==> src/hw/rtl/dfp_pkg.sv <==
// dfp_pkg: shared types, codes and constants for the decimal field parser
// used by dfp_finish, dfp_field and decimal_field_parser_top; no dependencies
package dfp_pkg;

  // widths of the word fields
  localparam int CHAR_W      = 8;
  localparam int BOUND_W     = 33;
  localparam int MAG_W       = 32;
  localparam int VAL_W       = 33;
  localparam int CMP_W       = 34;
  localparam int IN_TDATA_W  = 80;
  localparam int OUT_TDATA_W = 40;

  // characters of interest
  localparam logic [CHAR_W-1:0] CH_ZERO    = 8'h30;
  localparam logic [CHAR_W-1:0] CH_NINE    = 8'h39;
  localparam logic [CHAR_W-1:0] CH_MINUS   = 8'h2d;
  localparam logic [CHAR_W-1:0] CH_PLUS    = 8'h2b;
  localparam logic [CHAR_W-1:0] CH_NEWLINE = 8'h0a;
  localparam logic [CHAR_W-1:0] CH_SPACE   = 8'h20;

  // natural ranges of the two field kinds, in comparison width
  localparam logic signed [CMP_W-1:0] S32_MIN = -34'sd2147483648;
  localparam logic signed [CMP_W-1:0] S32_MAX = 34'sd2147483647;
  localparam logic signed [CMP_W-1:0] U32_MIN = 34'sd0;
  localparam logic signed [CMP_W-1:0] U32_MAX = 34'sd4294967295;

  // field kind carried in tuser
  localparam logic KIND_UNSIGNED = 1'b0;
  localparam logic KIND_SIGNED   = 1'b1;

  // fault held per field and per line
  typedef enum logic [1:0] {
    FLT_NONE      = 2'd0,
    FLT_NON_DIGIT = 2'd1,
    FLT_OVERFLOW  = 2'd2,
    FLT_RANGE     = 2'd3
  } fault_t;

  // status of a result word
  typedef enum logic [2:0] {
    ST_OK        = 3'd0,
    ST_NON_DIGIT = 3'd1,
    ST_OVERFLOW  = 3'd2,
    ST_RANGE     = 3'd3,
    ST_END_ONLY  = 3'd4
  } status_t;

  // state of the pending field and the line, handed to the finish logic
  typedef struct packed {
    logic             in_field;
    logic             is_negative;
    logic             digit_seen;
    logic [MAG_W-1:0] magnitude;
    fault_t           field_fault;
    fault_t           line_fault;
  } field_state_t;

  // one result record
  typedef struct packed {
    logic [VAL_W-1:0] field_value;
    status_t          status;
    logic             last_of_line;
  } record_t;

endpackage

==> src/hw/rtl/dfp_finish.sv <==
// dfp_finish: closes a pending field, range check and sticky line fault
// depends on dfp_pkg
module dfp_finish (
  input  dfp_pkg::field_state_t          st_i,
  input  logic                           kind_i,
  input  logic [dfp_pkg::BOUND_W-1:0]    lower_bound_i,
  input  logic [dfp_pkg::BOUND_W-1:0]    upper_bound_i,
  output logic [dfp_pkg::VAL_W-1:0]      field_value_o,
  output dfp_pkg::fault_t                status_o
);

  logic signed [dfp_pkg::CMP_W-1:0] mag_s;
  logic signed [dfp_pkg::CMP_W-1:0] val_s;
  logic signed [dfp_pkg::CMP_W-1:0] lo_s;
  logic signed [dfp_pkg::CMP_W-1:0] hi_s;
  logic signed [dfp_pkg::CMP_W-1:0] nat_lo;
  logic signed [dfp_pkg::CMP_W-1:0] nat_hi;
  logic                             out_of_range;
  dfp_pkg::fault_t                  fld_st;

  // signed value and bounds at comparison width
  assign mag_s  = $signed({2'b00, st_i.magnitude});
  assign val_s  = st_i.is_negative ? -mag_s : mag_s;
  assign lo_s   = $signed({lower_bound_i[dfp_pkg::BOUND_W-1], lower_bound_i});
  assign hi_s   = $signed({upper_bound_i[dfp_pkg::BOUND_W-1], upper_bound_i});
  assign nat_lo = (kind_i == dfp_pkg::KIND_SIGNED) ? dfp_pkg::S32_MIN : dfp_pkg::U32_MIN;
  assign nat_hi = (kind_i == dfp_pkg::KIND_SIGNED) ? dfp_pkg::S32_MAX : dfp_pkg::U32_MAX;

  assign out_of_range = (val_s < lo_s) || (val_s > hi_s) ||
                        (val_s < nat_lo) || (val_s > nat_hi);

  // first fault of the field, then a missing digit, then range
  always_comb begin
    if (st_i.field_fault != dfp_pkg::FLT_NONE) begin
      fld_st = st_i.field_fault;
    end else if (!st_i.digit_seen) begin
      fld_st = dfp_pkg::FLT_NON_DIGIT;
    end else if (out_of_range) begin
      fld_st = dfp_pkg::FLT_RANGE;
    end else begin
      fld_st = dfp_pkg::FLT_NONE;
    end
  end

  // an earlier fault of the line overrides
  assign status_o = (st_i.line_fault != dfp_pkg::FLT_NONE) ? st_i.line_fault : fld_st;

  assign field_value_o = (status_o == dfp_pkg::FLT_NONE) ?
                         val_s[dfp_pkg::VAL_W-1:0] : '0;

endmodule

==> src/hw/rtl/dfp_field.sv <==
// dfp_field: field and line state, digit accumulation and record forming
// depends on dfp_pkg and dfp_finish
module dfp_field (
  input  logic                         clk,
  input  logic                         rst_n,
  input  logic                         step_i,
  input  logic [dfp_pkg::CHAR_W-1:0]   character_i,
  input  logic                         kind_i,
  input  logic [dfp_pkg::BOUND_W-1:0]  lower_bound_i,
  input  logic [dfp_pkg::BOUND_W-1:0]  upper_bound_i,
  output logic                         emit_o,
  output dfp_pkg::record_t             record_o
);

  dfp_pkg::field_state_t st_r, st_nxt;

  logic                      is_nl;
  logic                      is_sp;
  logic                      is_sign;
  logic                      is_digit;
  logic [dfp_pkg::MAG_W-1:0] eff_mag;
  dfp_pkg::fault_t           eff_fault;
  logic [dfp_pkg::MAG_W+3:0] next_mag;
  logic [dfp_pkg::VAL_W-1:0] fin_value;
  dfp_pkg::fault_t           fin_status;

  // character classes
  assign is_nl    = (character_i == dfp_pkg::CH_NEWLINE);
  assign is_sp    = (character_i == dfp_pkg::CH_SPACE);
  assign is_sign  = (character_i == dfp_pkg::CH_MINUS) || (character_i == dfp_pkg::CH_PLUS);
  assign is_digit = (character_i >= dfp_pkg::CH_ZERO) && (character_i <= dfp_pkg::CH_NINE);

  // a new field starts from a cleared accumulator
  assign eff_mag   = st_r.in_field ? st_r.magnitude : '0;
  assign eff_fault = st_r.in_field ? st_r.field_fault : dfp_pkg::FLT_NONE;

  // times ten plus digit, carried four bits wider to spot overflow
  assign next_mag = {1'b0, eff_mag, 3'b000} + {3'b000, eff_mag, 1'b0} +
                    {{dfp_pkg::MAG_W{1'b0}}, character_i[3:0]};

  dfp_finish u_finish (
    .st_i          (st_r),
    .kind_i        (kind_i),
    .lower_bound_i (lower_bound_i),
    .upper_bound_i (upper_bound_i),
    .field_value_o (fin_value),
    .status_o      (fin_status)
  );

  // record for a terminating character
  assign emit_o = is_nl || (is_sp && st_r.in_field);

  always_comb begin
    record_o.last_of_line = is_nl;
    if (is_nl && !st_r.in_field) begin
      record_o.field_value = '0;
      record_o.status      = dfp_pkg::ST_END_ONLY;
    end else begin
      record_o.field_value = fin_value;
      record_o.status      = dfp_pkg::status_t'({1'b0, fin_status});
    end
  end

  // state update for one word
  always_comb begin
    st_nxt = st_r;
    if (step_i) begin
      if (is_nl) begin
        st_nxt = '0;
      end else if (is_sp) begin
        if (st_r.in_field) begin
          st_nxt             = '0;
          st_nxt.line_fault  = (st_r.line_fault != dfp_pkg::FLT_NONE) ?
                               st_r.line_fault : fin_status;
        end
      end else begin
        st_nxt.in_field    = 1'b1;
        st_nxt.magnitude   = eff_mag;
        st_nxt.field_fault = eff_fault;
        if (!st_r.in_field) begin
          st_nxt.is_negative = 1'b0;
          st_nxt.digit_seen  = 1'b0;
        end
        if (!st_r.in_field && (kind_i == dfp_pkg::KIND_SIGNED) && is_sign) begin
          st_nxt.is_negative = (character_i == dfp_pkg::CH_MINUS);
        end else if (eff_fault != dfp_pkg::FLT_NONE) begin
          st_nxt.field_fault = eff_fault;
        end else if (!is_digit) begin
          st_nxt.field_fault = dfp_pkg::FLT_NON_DIGIT;
        end else if (next_mag[dfp_pkg::MAG_W+3:dfp_pkg::MAG_W] != 4'd0) begin
          st_nxt.field_fault = dfp_pkg::FLT_OVERFLOW;
        end else begin
          st_nxt.magnitude  = next_mag[dfp_pkg::MAG_W-1:0];
          st_nxt.digit_seen = 1'b1;
        end
      end
    end
  end

  always_ff @(posedge clk) begin
    if (!rst_n) begin
      st_r <= '0;
    end else begin
      st_r <= st_nxt;
    end
  end

endmodule

==> src/hw/rtl/decimal_field_parser_top.sv <==
// decimal_field_parser_top: input word register, field logic, result register
// depends on dfp_pkg, dfp_field and dfp_finish
//
//  channel | dir | handshake          | content
//  in_     | in  | tvalid/tready      | tdata character, lower_bound, upper_bound; tuser field kind
//  out_    | out | tvalid/tready      | tdata field_value; tuser status; tlast last_of_line
//
// one input word per cycle sustained while the output is not stalled; a word is
// held in the input register, then its result in the result register after the field logic
// the multiply-by-ten, add and bound compare sit between those two registers
// a stalled result holds the result register and the word behind it; the
// input register still fills, so the input stalls one word later
// reset (rst_n low, synchronous) clears the line state and both valid flags
module decimal_field_parser_top (
  input  logic                               clk,
  input  logic                               rst_n,
  input  logic                               in_tvalid,
  output logic                               in_tready,
  input  logic [dfp_pkg::IN_TDATA_W-1:0]     in_tdata,   // character, lower_bound, upper_bound, zero pad
  input  logic                               in_tuser,   // field kind
  output logic                               out_tvalid,
  input  logic                               out_tready,
  output logic [dfp_pkg::OUT_TDATA_W-1:0]    out_tdata,  // field_value, zero pad
  output logic [2:0]                         out_tuser,  // status
  output logic                               out_tlast
);

  logic                        in_valid_r;
  logic [dfp_pkg::CHAR_W-1:0]  char_r;
  logic                        kind_r;
  logic [dfp_pkg::BOUND_W-1:0] lo_r;
  logic [dfp_pkg::BOUND_W-1:0] hi_r;
  logic                        out_valid_r, out_valid_nxt;
  dfp_pkg::record_t            rec_r;
  logic                        advance;
  logic                        step;
  logic                        emit;
  dfp_pkg::record_t            rec;

  // handshake
  assign advance   = !out_valid_r || out_tready;
  assign step      = in_valid_r && advance;
  assign in_tready = !in_valid_r || advance;

  // input word register
  always_ff @(posedge clk) begin
    if (!rst_n) begin
      in_valid_r <= 1'b0;
    end else if (in_tvalid && in_tready) begin
      in_valid_r <= 1'b1;
    end else if (step) begin
      in_valid_r <= 1'b0;
    end
  end

  always_ff @(posedge clk) begin
    if (in_tvalid && in_tready) begin
      char_r <= in_tdata[dfp_pkg::CHAR_W-1:0];
      lo_r   <= in_tdata[dfp_pkg::CHAR_W+dfp_pkg::BOUND_W-1:dfp_pkg::CHAR_W];
      hi_r   <= in_tdata[dfp_pkg::CHAR_W+2*dfp_pkg::BOUND_W-1:
                         dfp_pkg::CHAR_W+dfp_pkg::BOUND_W];
      kind_r <= in_tuser;
    end
  end

  dfp_field u_field (
    .clk           (clk),
    .rst_n         (rst_n),
    .step_i        (step),
    .character_i   (char_r),
    .kind_i        (kind_r),
    .lower_bound_i (lo_r),
    .upper_bound_i (hi_r),
    .emit_o        (emit),
    .record_o      (rec)
  );

  // result register
  assign out_valid_nxt = advance ? (step && emit) : out_valid_r;

  always_ff @(posedge clk) begin
    if (!rst_n) begin
      out_valid_r <= 1'b0;
    end else begin
      out_valid_r <= out_valid_nxt;
    end
  end

  always_ff @(posedge clk) begin
    if (step && emit) begin
      rec_r <= rec;
    end
  end

  assign out_tvalid = out_valid_r;
  assign out_tdata  = {{(dfp_pkg::OUT_TDATA_W-dfp_pkg::VAL_W){1'b0}}, rec_r.field_value};
  assign out_tuser  = rec_r.status;
  assign out_tlast  = rec_r.last_of_line;

endmodule
==> config.mk <==
export PLATFORM = sky130hd
export DESIGN_NAME = decimal_field_parser_top
export DESIGN_NICKNAME = d
export VERILOG_FILES = /design/src/hw/rtl/dfp_pkg.sv /design/src/hw/rtl/dfp_finish.sv /design/src/hw/rtl/dfp_field.sv /design/src/hw/rtl/decimal_field_parser_top.sv
export SDC_FILE = /design/constraint.sdc
export NUM_CORES = 1
export LEC_CHECK = 0
export ABC_AREA = 1
export BUFFER_PORTS_ARGS = -buffer_cell sky130_fd_sc_hd__buf_2
export CAP_MARGIN = 25
export CORE_MARGIN = 4
export CORE_UTILIZATION = 55
export DETAILED_ROUTE_END_ITERATION = 7
export GPL_ROUTABILITY_DRIVEN = 0
export HOLD_SLACK_MARGIN = 0.03
export PLACE_DENSITY_LB_ADDON = 0.15
export SETUP_SLACK_MARGIN = 0.3
export SKIP_LAST_GASP = 1
export SYNTH_ARGS = -nofsm -noshare
export SYNTH_HDL_FRONTEND = slang
export SYNTH_SLANG_ARGS = --single-unit
==> constraint.sdc <==
create_clock -name clk -period 4.5 [get_ports clk]
set_input_delay 0.225 -clock clk [delete_from_list [all_inputs] [get_ports clk]]
set_output_delay 0.225 -clock clk [all_outputs]
set_load 0.02 [all_outputs]
==> reports/metrics.yaml <==
multiInputGateArea_sq_um: 6570
numCtsBuffers: 17
setup_violations: 0
crit_arrival_ns: 4.15
die-area_sq_um: 23800
drc: 0
hold_viol: 0
gr-total-overflow: 0
p_sw_mw: 0.807
globalRouteTotalUtil_pct: 25.8
wire_per_inst_microns: 15.0
dr_total_vias: 10900
fp.dieW_microns: 154
synth_cell_types: 47
slowest_delay_ns: 0.36
seq_area_sq_um: 4180
initial_core_util_pct: 56.0
worstMarginPinSlew_ns: 0.980
fmax_mhz: 258
rrSetupSlack_ns: 0.63
grt_first_pass_wirelength_microns: 50300
synthesis.area_sq_um: 11800
p_per_area_nw_per_um2: 232
drt-initial-drc-count: 701
synth_area_per_cell_sq_um: 7.55
syn_inst: 1561
timing.critical_path.slowest_stage_cell: "dfxtp_1"
drt_pass1_iterations: 5
grt_setup_unrepaired: "true"
crit_type: "register to register"
final_util_pct: 67.0
maxSlewHeadroom_pct: 34.3
numClockSinks: 153
nFillCells: 1770
fin_skew_ns: 0.00904
port_buffers: 117
crit_path_start_kind: "register"
outcome: "finished clean"
crit_path_end_kind: "register"
ys_ff_latch: 153
grt_pass1_vias: 10300
worstPathMaxFanout: 17
final_max_slew_viol_count: 0
synth_edf_count: 112
final.min_clock_period_ns: 3.87
cts_tree: "done"
cts-root-to-sink-buffers: 2
antenna_found_initial: 0
worstPathRequired_ns: 4.77
die_h_microns: 154
rows: 53
setup_tns_ns: 0
p_comb_share_pct: 9.8
syn2layout_area_growth_pct: 19.6
drive_above_1_share_pct: 13.9
clock-root-buffer: "clkbuf_16"
yosysSeqAreaShare_pct: 35.5
p_int_mw: 2.47
power.share.clock_pct: 41.4
fin_nets: 1986
irDropWorstVdd_mv: 0.201
ys.flop_type: "edfxtp_1"
path_buf_inv: 2
coreArea_sq_um: 21000
insertion_delay_ns: 0.43
p_seq_share_pct: 48.9
async_reset_ff_share_pct: 0
cts.clk_slew.worst_paths_ns: 0.06
cp_top_family: "simple AND/OR/NAND/NOR gates"
routed_wirelength_microns: 30700
h-tree-depth: 4
post-route-period-util_pct: 86.1
power_leakage_nw: 6.93
max-cap-violations: 0
ios: 131
swShare_pct: 24.7
dp.final_hpwl_microns: 23300
synth.yosys.warnings: 0
grt_max_degree: 48
num_antenna_cells: 0
critPathMostFrequentCell: "nand2_1"
hold_path_class: "input port to register"
via_per_inst: 5.30
ant_nets: 0
==> area by class of cell <==
type                    instances  share of cell area [%]
repair buffers                216                    11.0
well taps                     275                    2.44
multi-input cells            1137                    46.6
clock inverters                14                   0.861
inverters                     239                    6.38
flip-flops and latches        153                    29.7
clock buffers                  17                    3.02
==> worst paths after layout <==
kind	start	endpoint	cells past startpoint
setup reg to reg	u_field.st_r[4]$_SDFFE_PN0P_	out_tdata[32]$_SDFFCE_PP0P_	27
hold / removal	rst_n	u_field.st_r[1]$_SDFFE_PN0P_	3
hold reg to reg	u_field.st_r[36]$_SDFFE_PN0P_	u_field.st_r[36]$_SDFFE_PN0P_	2
setup / recovery	u_field.st_r[4]$_SDFFE_PN0P_	out_tdata[32]$_SDFFCE_PP0P_	27
==> power by group through the flow <==
stage	registers, mW	logic, mW	clock network (mW)
after floorplan	1.62	0.178	0
after global placement	1.63	0.252	0
after detailed placement	1.63	0.259	0
after CTS	1.60	0.314	1.36
after global routing	1.60	0.362	1.43
final	1.60	0.320	1.35
==> through the flow <==
stage	cell area, sq um	std cells	total power [mW]	hold WS (ns)	worst slack [ns]
CTS	14000	2051	3.28	0.0486	0.332
global route	14100	2051	3.39	0.0493	0.277
finish	14100	2051	3.27	0.0549	0.625
floorplan	11800	1567	1.80	0.324	1.08
global placement	12700	1944	1.88	0.402	0.268
detailed placement	12700	1944	1.89	0.403	0.160
==> worst register-to-register path: cells and delay by family (launching register included) <==
| family | cells | cell delay, ns |
|---|---|---|
| flops | 1 | 0.36 |
| fa+ha+maj | 2 | 0.52 |
| buf+inv | 2 | 0.35 |
| simple gates | 22 | 2.27 |
| xor+xnor | 1 | 0.20 |
==> flip-flops by register name (all words and copies together), names as in the netlist <==
signal        count
lo_r             33
in_valid_r        1
kind_r            1
hi_r             33
out_tvalid        1
u_field.st_r     39
char_r            8
out_tuser         3
out_tdata        33
out_tlast         1
==> logic make-up after synthesis <==
group	after synthesis	synth area share (%)
adder cells (fa/ha/maj)	137	14.7
flip-flops	153	35.5
AO/OA/AOI/OAI	207	9.42
XOR/XNOR	34	2.66
other	1	0.0318
AND/OR/NAND/NOR	752	28.1
buffers and inverters	277	9.57
==> cells in the mapped netlist (all sizes together) (4+ instances only) <==
library cell / instances / area, sq um
nand2: 435 / 1660
nor3: 49 / 395
dfxtp: 41 / 821
clkbuf: 11 / 41.3
nor4: 4 / 25.0
nand3b: 8 / 60.1
nor2: 151 / 587
o21ai: 56 / 292
nand3: 82 / 438
o21bai: 6 / 45.0
buf: 27 / 189
ha: 135 / 1690
a21oi: 126 / 631
edfxtp: 112 / 3360
xor2: 19 / 174
nand4: 18 / 113
xnor2: 15 / 139
a21o: 4 / 30.0
inv: 237 / 890
==> layer usage <==
| metal | vias to the layer above | wire length [microns] | GRT usage, % |
|---|---|---|---|
| li1 | 5499 | - | - |
| met5 | - | 0 | 0 |
| met1 | 4988 | 13600 | 34.3 |
| met3 | 49 | 1640 | 3.72 |
| met2 | 330 | 14900 | 44.6 |
| met4 | 0 | 636 | 6.18 |
==> layout by cell type (no fill, tap or decap), types with 4 or more instances in the layout <==
master         netlist  layout
clkbuf_16            0      17
buf_2               10     117
dlygate4sd3_1        0      75
conb_1               1       7
xor2_1              18      16
buf_4                8      21
nand2_2             11      10
nand2_1            424     424
clkinv_1             2       4
ha_1               135     135
a21o_1               4       4
nand4_1             18      18
edfxtp_1           112     112
nand3b_1             8       8
o21ai_1              9       9
a21oi_1            126     125
o21ai_0             44      44
inv_1              234     233
dfxtp_1             41      41
xnor2_1             14      14
o21bai_1             6       6
inv_6                0       4
nand3_1             78      78
nor3_1              19      18
nor3_2              30      30
nor2_2               8      13
nor2_1             143     138
==> timing repair <==
action | in CTS | in global routing
setup buffers | 1 | 0
hold buffers | 75 | 0
resized for setup | 4 | 11
setup endpoints to repair | 23 | 37
endpoints found under the hold margin | 75 | 0
pin swaps | 1 | 0
Note: power is estimated with default switching activity, not from simulation.
